===== config.mk =====
export PLATFORM = sky130hd
export DESIGN_NAME = lrat_ctrl
export DESIGN_NICKNAME = d
export VERILOG_FILES = /design/src/sv/lrat_pkg.sv /design/src/sv/lrat_ctrl.sv
export SDC_FILE = /design/constraint.sdc
export NUM_CORES = 1
export LEC_CHECK = 0
export BUFFER_PORTS_ARGS = -buffer_cell sky130_fd_sc_hd__buf_2
export CORE_AREA = 2 2 39 41
export DETAILED_ROUTE_END_ITERATION = 10
export DIE_AREA = 0 0 41 43
export PLACE_DENSITY = 0.46
export SYNTH_ARGS = -nofsm -noshare
export SYNTH_HDL_FRONTEND = slang
export SYNTH_SLANG_ARGS = --single-unit

===== constraint.sdc =====
create_clock -name clk -period 0.95 [get_ports clk]
set_input_delay 0.1425 -clock clk [delete_from_list [all_inputs] [get_ports clk]]
set_output_delay 0.1425 -clock clk [all_outputs]
set_load 0.02 [all_outputs]

===== src/sv/lrat_pkg.sv =====
// ----------------------------------------------------------------------------
// lrat_pkg
// shared sizes, action and status codes, and controller/datapath interfaces
// of the line retention age tracker
// ----------------------------------------------------------------------------
package lrat_pkg;

  // table geometry
  localparam int LINE_BYTES       = 64;
  localparam int LINE_SHIFT       = 6;
  localparam int BUFFER_SLOTS     = 16;
  localparam int LINES_PER_BUFFER = 64;
  localparam int SLOT_W           = 4;
  localparam int LINE_W           = 6;
  localparam int ADDR_W           = SLOT_W + LINE_W;
  localparam int STAMP_DEPTH      = BUFFER_SLOTS * LINES_PER_BUFFER;

  // field widths
  localparam int ACTION_W = 3;
  localparam int BYTES_W  = 13;
  localparam int CYC_W    = 32;
  localparam int STEP_W   = 16;
  localparam int COUNT_W  = 64;
  localparam int STATUS_W = 2;
  localparam int NLINE_W  = 7;
  localparam int CFG_IDX_W = 1;

  // largest allocation in bytes, one bit wider than the size field
  localparam logic [BYTES_W:0] BUFFER_BYTES = (BYTES_W + 1)'(LINES_PER_BUFFER * LINE_BYTES);

  // actions
  localparam logic [ACTION_W-1:0] ACT_ALLOCATE = 3'd0;
  localparam logic [ACTION_W-1:0] ACT_FREE     = 3'd1;
  localparam logic [ACTION_W-1:0] ACT_ACCESS   = 3'd2;
  localparam logic [ACTION_W-1:0] ACT_COMPUTE  = 3'd3;
  localparam logic [ACTION_W-1:0] ACT_QUERY    = 3'd4;

  // result status
  localparam logic [STATUS_W-1:0] ST_OK       = 2'd0;
  localparam logic [STATUS_W-1:0] ST_INVALID  = 2'd1;
  localparam logic [STATUS_W-1:0] ST_SIZE     = 2'd2;
  localparam logic [STATUS_W-1:0] ST_OVERFLOW = 2'd3;

  // configuration register indexes
  localparam logic [CFG_IDX_W-1:0] REG_WRITE_STEP = 1'd0;
  localparam logic [CFG_IDX_W-1:0] REG_READ_STEP  = 1'd1;

  // controller to datapath commands
  typedef struct packed {
    logic load;   // capture the request
    logic eval;   // decode, bounds checks, cost product
    logic check;  // overflow check and commit
    logic walk;   // one line of the walk
  } lrat_cmd_t;

  // datapath to controller status
  typedef struct packed {
    logic walk_go;    // the request walks lines
    logic walk_read;  // the walk is a read walk
    logic walk_last;  // current walk line is the last one
  } lrat_sts_t;

endpackage


===== src/sv/lrat_ctrl.sv =====
// ----------------------------------------------------------------------------
// lrat_ctrl
// sequencer of the tracker: capture, decode, check, line walk, read drain, result
// ----------------------------------------------------------------------------
module lrat_ctrl (
  input  logic               clk,
  input  logic               rst,
  input  logic               start,
  input  lrat_pkg::lrat_sts_t sts,
  output lrat_pkg::lrat_cmd_t cmd,
  output logic               busy,
  output logic               done
);

  localparam logic [2:0] S_IDLE  = 3'd0;
  localparam logic [2:0] S_EVAL  = 3'd1;
  localparam logic [2:0] S_CHECK = 3'd2;
  localparam logic [2:0] S_WALK  = 3'd3;
  localparam logic [2:0] S_DRAIN_RD  = 3'd4;
  localparam logic [2:0] S_DRAIN_AGE = 3'd5;
  localparam logic [2:0] S_DONE  = 3'd6;

  logic [2:0] state;
  logic [2:0] state_next;

  // state register
  always_ff @(posedge clk) begin
    if (rst) begin
      state <= S_IDLE;
    end else begin
      state <= state_next;
    end
  end

  // next state and commands
  always_comb begin
    state_next = state;
    cmd        = '0;
    unique case (state)
      S_IDLE: begin
        if (start) begin
          cmd.load   = 1'b1;
          state_next = S_EVAL;
        end
      end
      S_EVAL: begin
        cmd.eval   = 1'b1;
        state_next = S_CHECK;
      end
      S_CHECK: begin
        cmd.check  = 1'b1;
        state_next = sts.walk_go ? S_WALK : S_DONE;
      end
      S_WALK: begin
        cmd.walk = 1'b1;
        if (sts.walk_last) begin
          state_next = sts.walk_read ? S_DRAIN_RD : S_DONE;
        end
      end
      S_DRAIN_RD:  state_next = S_DRAIN_AGE;
      S_DRAIN_AGE: state_next = S_DONE;
      S_DONE:      state_next = S_IDLE;
      default:     state_next = S_IDLE;
    endcase
  end

  assign busy = (state != S_IDLE);
  assign done = (state == S_DONE);

endmodule


==> results.txt, run 1 <==
TritonCTS built the clock tree. The fraction of final layout cells sized beyond drive strength 1 was 74.5%; the post-synthesis async set-or-reset flop share was 0%. The data required time of the worst path was 0.81 ns; the total power density per cell area was 1780 nW/um2. The worst-case headroom to the max-slew limit is 90.8%, and the worst-case register-to-register setup slack is -0.25 ns. Number of top-level design ports: 12. The logs give 277 for the via count of the first global-routing pass and 0 for the remaining antenna violation count. The worst setup path is captured at a primary output. The total area inside the core boundary comes to 1380 um2.

The run gives 20 as the number of library cell types mapped by synthesis. For the final database, setup skew stands at 0.00283 ns. The floorplan step set the die width to 41 um. The tools report the worst-case vdd ir drop as 0.000537 V. The worst setup path category is flip-flop to primary output. In this run, synthesis inferred 0 flip-flops with an integrated enable. Routability-driven placement finished with a final weighted congestion of 0.655.

Clock tree synthesis found a total of 3 sinks. Of the synthesized area, sequential elements account for 29.1%. Summing every instance area after synthesis gives 206 um2.

The logs give 0 for the final global-route overflow total and 1.15 ns for the signal arrival time at the worst endpoint. The class of the tightest hold or removal check is primary input to flip-flop. The tools report the number of pins with negative max-slew slack in the final report as 0. Synthesis produced a netlist with a net count of 31.

Using the TritonRoute via totals, the vias-per-cell ratio works out to 3.98. Across every metal layer, demand over resource in global routing totals 9.72%. Sorting the synthesized cells by area gives the leading types as sky130_fd_sc_hd__dfxtp_1, sky130_fd_sc_hd__a211oi_2, sky130_fd_sc_hd__nand2b_1.

Critical register-to-register path startpoint: state[1]. Setup total negative slack on the finished layout was measured at -2.13 ns. The tools report the number of antenna violations at the first check in global routing as 0. The shortest clock period the worst path allows after layout came out at 1.30 ns. The wire length per cell is 9.81 um.

At the pin with the least slew margin, the transition time is 0.138 ns. The run finished, with violations left. Largest fanout of any net on the critical path: 3. The final period utilization was 136%; the flip-flop count of the largest register, all copies and words added was 3. The half-perimeter wire length after placement is 441 um, and the port buffer count is 11.

For this block, the via count after detailed routing is 251. At the end of the flow, the number of nets in the layout was 54. The worst-case clock buffer depth was 2; the area share of the leading cell type in the synthesized netlist was 29.1%. For this configuration, the core starts out at a cell density of 14.9%. For this design the static power due to leakage is 0.000209 uW. The maximum level of the CTS H-tree is 1, and the violation count after the first detailed-route iteration is 2. For this design, the CTS-stage hold fixing added 0 buffers. For the worst-skew pair, the clock arrives at the later sink with an insertion delay of 0.23 ns.

By count the netlist is led by sky130_fd_sc_hd__dfxtp_1, sky130_fd_sc_hd__nor2_1, sky130_fd_sc_hd__nand2b_1. The tool flagged a number of max-cap violations equal to 0. 0 antenna diodes ended up in the layout. Clock tree synthesis inserted a total of 3 buffers. The relative area change from synthesis to final layout is 113%. Clock-pin slew of the registers on the worst-case setup and hold paths: 0.04 ns. The floorplan has 14 rows. Fill cell instance count of the final layout: 150. The detailed-route wire length came out at 618 um.

The overall die height came out at 43 um. Dividing the synthesized area by the synthesized cell count gives 8.26 um2. Counting flops and latches in the post-synthesis netlist gives 3. For the post-synthesis instance total, the log shows 25. The final reports fail on negative setup slack. Before antenna repair, the detailed router went through 2 iterations. Tracing the worst setup path back leads to its startpoint at state[1]. The worst setup path is launched from a flip-flop. Setup violations remaining at the end of the flow were counted as 7. The largest registers in the layout are state (3).

The tightest hold path in the finished design has a slack of 0.118 ns. Setup repair after global routing could not meet its margin everywhere. The worst setup slack after layout was -0.346 ns; the maximum clock frequency was 772 MHz. The final hold violation count is 0. The tools report the root buffer selected by CTS as sky130_fd_sc_hd__clkbuf_4. The post-synthesis cell type with the largest combined area is sky130_fd_sc_hd__dfxtp_1. The die area came out at 1760 um2.

Ranked by flip-flop count, first place goes to state. Most used flip-flop cell after synthesis: sky130_fd_sc_hd__dfxtp_1. Yosys printed 0 warnings.

The first global-routing pass estimated 1060 um of wire. The tools report the maximum number of pins on one net before global-route repair as 11. In this run the most critical hold path is launched from rst. In the routed design, unresolved DRC markers number 0.
-- cell families after synthesis --
logic type	share of synthesized area [%]
flops	29.1
simple gates	44.3
buf+inv	4.24
compound gates	22.4
-- per-stage QoR --
stage          setup slack (ns)  cell area [um2]  power (uW)  std cells  util, %
2_1_floorplan            -0.129              228         351         25        -
3_3_place_gp             -0.136              343         457         57     24.8
3_5_place_dp             -0.144              343         461         57     24.8
4_1_cts                  -0.345              433         786         63     31.3
5_1_grt                  -0.401              440         849         63     31.8
6_report                 -0.346              440         782         63     31.8
-- final cells by class --
cell class              instances  area [um2]  share of cell area, %
clock buffers                   4        26.3                   5.97
repair buffers                 19         150                   34.1
multi-input cells              20         178                   40.3
well taps                      16        20.0                   4.55
inverters                       1        3.75                  0.852
flip-flops and latches          3        62.6                   14.2
-- final timing paths --
kind / end / cells after the start
worst max-delay path: cmd[3] / 3
worst min-delay path: state[1] / 2
worst max register to register: state[0] / 5
worst min register to register: state[2] / 3
-- metal layers --
| layer | part of all wire (%) | global-route usage (%) | up-vias |
|---|---|---|---|
| li1 | - | - | 129 |
| met1 | 37 | 7.35 | 118 |
| met2 | 62 | 16.6 | 4 |
| met3 | 1.5 | 4.71 | 0 |
| met4 | 0 | 8.00 | 0 |
| met5 | 0 | 0 | - |
-- layout by cell type (no fill, tap or decap), drive strengths merged --
master   n
a211oi   2
a21o     1
a21oi    1
a31o     1
and2     2
and2b    1
and3b    1
buf     19
clkbuf   4
dfxtp    3
inv      1
nand2b   2
nand3b   1
nor2     4
nor2b    1
nor3b    1
o21ai    1
or3      1
-- what timing repair did --
action,CTS,global route
endpoints found under the setup margin,9,8
gates resized for setup,16,3
buffers inserted,2,0
pin swaps,6,1
-- power breakdown --
group          switching [uW]  internal (uW)  total, uW
Sequential               12.2            146        159
Combinational             182            218        400
Clock                    66.0            157        223
-- critical path, cell delays in order, from the launching register on --
cell	delay, ns
sky130_fd_sc_hd__dfxtp_2	0.31
sky130_fd_sc_hd__or3_4	0.40
sky130_fd_sc_hd__nor2_4	0.09
sky130_fd_sc_hd__buf_6	0.12
No activity file was read; power rests on OpenSTA's default activity.
==> inputs of run 2 (changes only) <==
--- a/config.mk
+++ b/config.mk
@@ -9,7 +9,7 @@
 export CORE_AREA = 2 2 39 41
 export DETAILED_ROUTE_END_ITERATION = 10
 export DIE_AREA = 0 0 41 43
-export PLACE_DENSITY = 0.46
+export PLACE_DENSITY = 0.45
 export SYNTH_ARGS = -nofsm -noshare
 export SYNTH_HDL_FRONTEND = slang
 export SYNTH_SLANG_ARGS = --single-unit
==> constraint.sdc (replaced) <==
create_clock -name clk -period 1.4 [get_ports clk]
set_input_delay 0.21 -clock clk [delete_from_list [all_inputs] [get_ports clk]]
set_output_delay 0.21 -clock clk [all_outputs]
set_load 0.02 [all_outputs]
==> results.txt, run 2 (synthesized netlist as in run 1, its figures left out) <==
The worst setup path is launched from a flip-flop. The run gives 0.24 ns as the latest clock arrival within the worst-skew pair. The via count of the first global-routing pass was 235; the static leakage power was 0.000173 uW. Total power density per cell area: 1290 nW/um2. The register with the most flip-flops in the layout has 3 of them.

Hold is met by 0.167 ns. The run gives 0 as the final hold violation count. The initial cell density of the core was 14.9%; the length of the first detailed-routing pass in iterations was 4. Setup repair after global routing could not meet its margin everywhere. Port buffer count: 11. TritonCTS built the clock tree. The root buffer selected by CTS was sky130_fd_sc_hd__clkbuf_4. At the placement stage, the worst setup path has a slack of 0.156 ns. The wire length per cell came out at 10.1 um. The maximum level of the CTS H-tree was 1.

From synthesis to final layout, the design area changed by 70.3%. Max-cap violations in this run came to 0. After detailed routing, the total wire length is 585 um.

The run gives 2 as the worst-case clock buffer depth. met2 is the most crowded layer. Hold repair after CTS inserted 0 buffers.

The largest register by flop count is state. Net switching is 34.6% of the power. After the first detailed-routing iteration, the DRC count stood at 4. The number of vias per cell after detailed routing is 4.22, and the number of design rule violations left after detail routing is 0.

In this run the worst hold path is classified as primary input to flip-flop. For the worst-case headroom to the max-slew limit, the log shows 87.6%. The shortest clock period the worst path allows after layout is 1.40 ns. The worst-case vdd ir drop was 0.000234 V. The floorplan step set the die height to 43 um. The number of cell instances on the worst register-to-register path came out at 3. Global routing finished with a remaining overflow of 0. Leaving out fill and tap cells, the most frequent cells in the layout are sky130_fd_sc_hd__buf_2, sky130_fd_sc_hd__clkbuf_4, sky130_fd_sc_hd__buf_4. The tools report the remaining antenna violation count as 0.

The switching component of the power is 156 uW. In this run, CTS created clock tree buffers numbering 3. The run gives 716 MHz as the maximum clock frequency. After clock tree synthesis, the clock-pin slew on the worst setup and hold paths is 0.04 ns. The run gives 12 as the number of top-level design ports.

For the worst setup path, the data arrival time is 1.19 ns. The core region is 1380 um2. Global routing consumed, on the met2 layer, 10.6% of the routing resources.

In this run the most critical hold path is launched from rst. The largest fanout of any net on the critical path is 6, and the share of total power in combinational logic is 40.7%. Worst setup slack after layout: 0.00345 ns. Entering global routing, the biggest net connects 11 pins. Per report_power, the sequential group accounts for 24.9% of the total. The number of endpoints failing setup at the final stage is 0. Design internal power: 296 uW. Global routing consumed, on the met1 layer, 7.37% of the routing resources.

The tools report the worst setup skew after layout as 0.00199 ns. The slew at the pin closest to its max-slew limit came out at 0.184 ns. The number of nets at the end of the flow is 49, and the number of diodes is 0. In the final layout, the registers with the most flip-flops are state (3). The path with the worst hold slack has its endpoint at state[2].

The congestion estimate from routability-driven global placement came to 0.639. For this run, global-route usage on met3 was measured as 3.14%. The number of non-filler instances in the completed layout is 58. Critical register-to-register path startpoint: state[1].

The total global routing track utilization came out at 7.52%. Counting instances, the worst hold path has a depth of 2. For the number of sinks handled by clock tree synthesis, the log shows 3. The worst flop-to-flop path endpoint is state[0]. The run finished with clean final reports.

The post-placement cell area came out at 284 um2. The worst setup path is captured at a primary output. The die covers 1760 um2.

Data required time of the worst path: 1.19 ns. The initialized floorplan defines 14 standard-cell rows. Number of pins with negative max-slew slack in the final report: 0. The first global-routing pass estimated 841 um of wire. The setup path with the least slack is of type flip-flop to primary output.

Fraction of final layout cells sized beyond drive strength 1: 59.5%. The worst-case register-to-register setup slack was 0.38 ns; the width of the die was 41 um. The finished cells cover 352 um2. Leaving out fill and tap cells, the most frequent cell in the layout is sky130_fd_sc_hd__buf_2. The number of antenna violations at the first check in global routing is 0. The cell count after placement was 52; the total number of vias was 245. Detailed placement ended at an HPWL of 391 um.

The final period utilization works out to 99.8%. The clock network burns 34.4% of the power.
## run 2: routing by layer
metal | up-vias | share of wire, %
met1 | 110 | 42
met4 | 0 | 5.0
met3 | 4 | 3.8
met5 | - | 0
met2 | 10 | 49
li1 | 121 | -
## run 2: power groups by stage
stage / clock network [uW] / logic, uW / registers (uW)
floorplan: 0 / 110 / 109
global placement: 0 / 152 / 113
detailed placement: 0 / 153 / 114
CTS: 164 / 180 / 113
global route: 166 / 201 / 116
finish: 155 / 184 / 113
## run 2: worst max path at each step
stage                  start     end  cells past startpoint
global route        state[1]  cmd[3]                      3
floorplan           state[1]  cmd[3]                      2
CTS                 state[1]  cmd[3]                      3
finish              state[1]  cmd[3]                      3
detailed placement  state[1]  cmd[3]                      3
global placement    state[1]  cmd[3]                      3
## run 2: layout make-up
type                       count  area (um2)
clock buffer                   4        26.3
fill                         159        1030
inverter                       1        3.75
multi-input combinational     20         150
sequential                     3        67.6
tap                           16        20.0
timing repair buffer          14        83.8
## run 2: repair_timing
action,CTS,global route
pin swaps,1,0
endpoints found under the setup margin,3,2
resized for setup,7,2
buffers inserted,2,0
## run 2: worst max-delay path, stage by stage, from the launching register on
cell,delay (ns)
sky130_fd_sc_hd__dfxtp_4,0.35
sky130_fd_sc_hd__or3_4,0.39
sky130_fd_sc_hd__nor2_4,0.09
sky130_fd_sc_hd__buf_6,0.11
## run 2: per-stage QoR
| step | util, % | total power, uW | TNS [ns] |
|---|---|---|---|
| after global routing | 25.4 | 483 | -0.0314 |
| after global placement | 20.5 | 265 | 0 |
| after floorplan | - | 219 | 0 |
| after detailed placement | 20.5 | 267 | 0 |
| after CTS | 24.9 | 457 | -0.00831 |
| final | 25.4 | 452 | 0 |
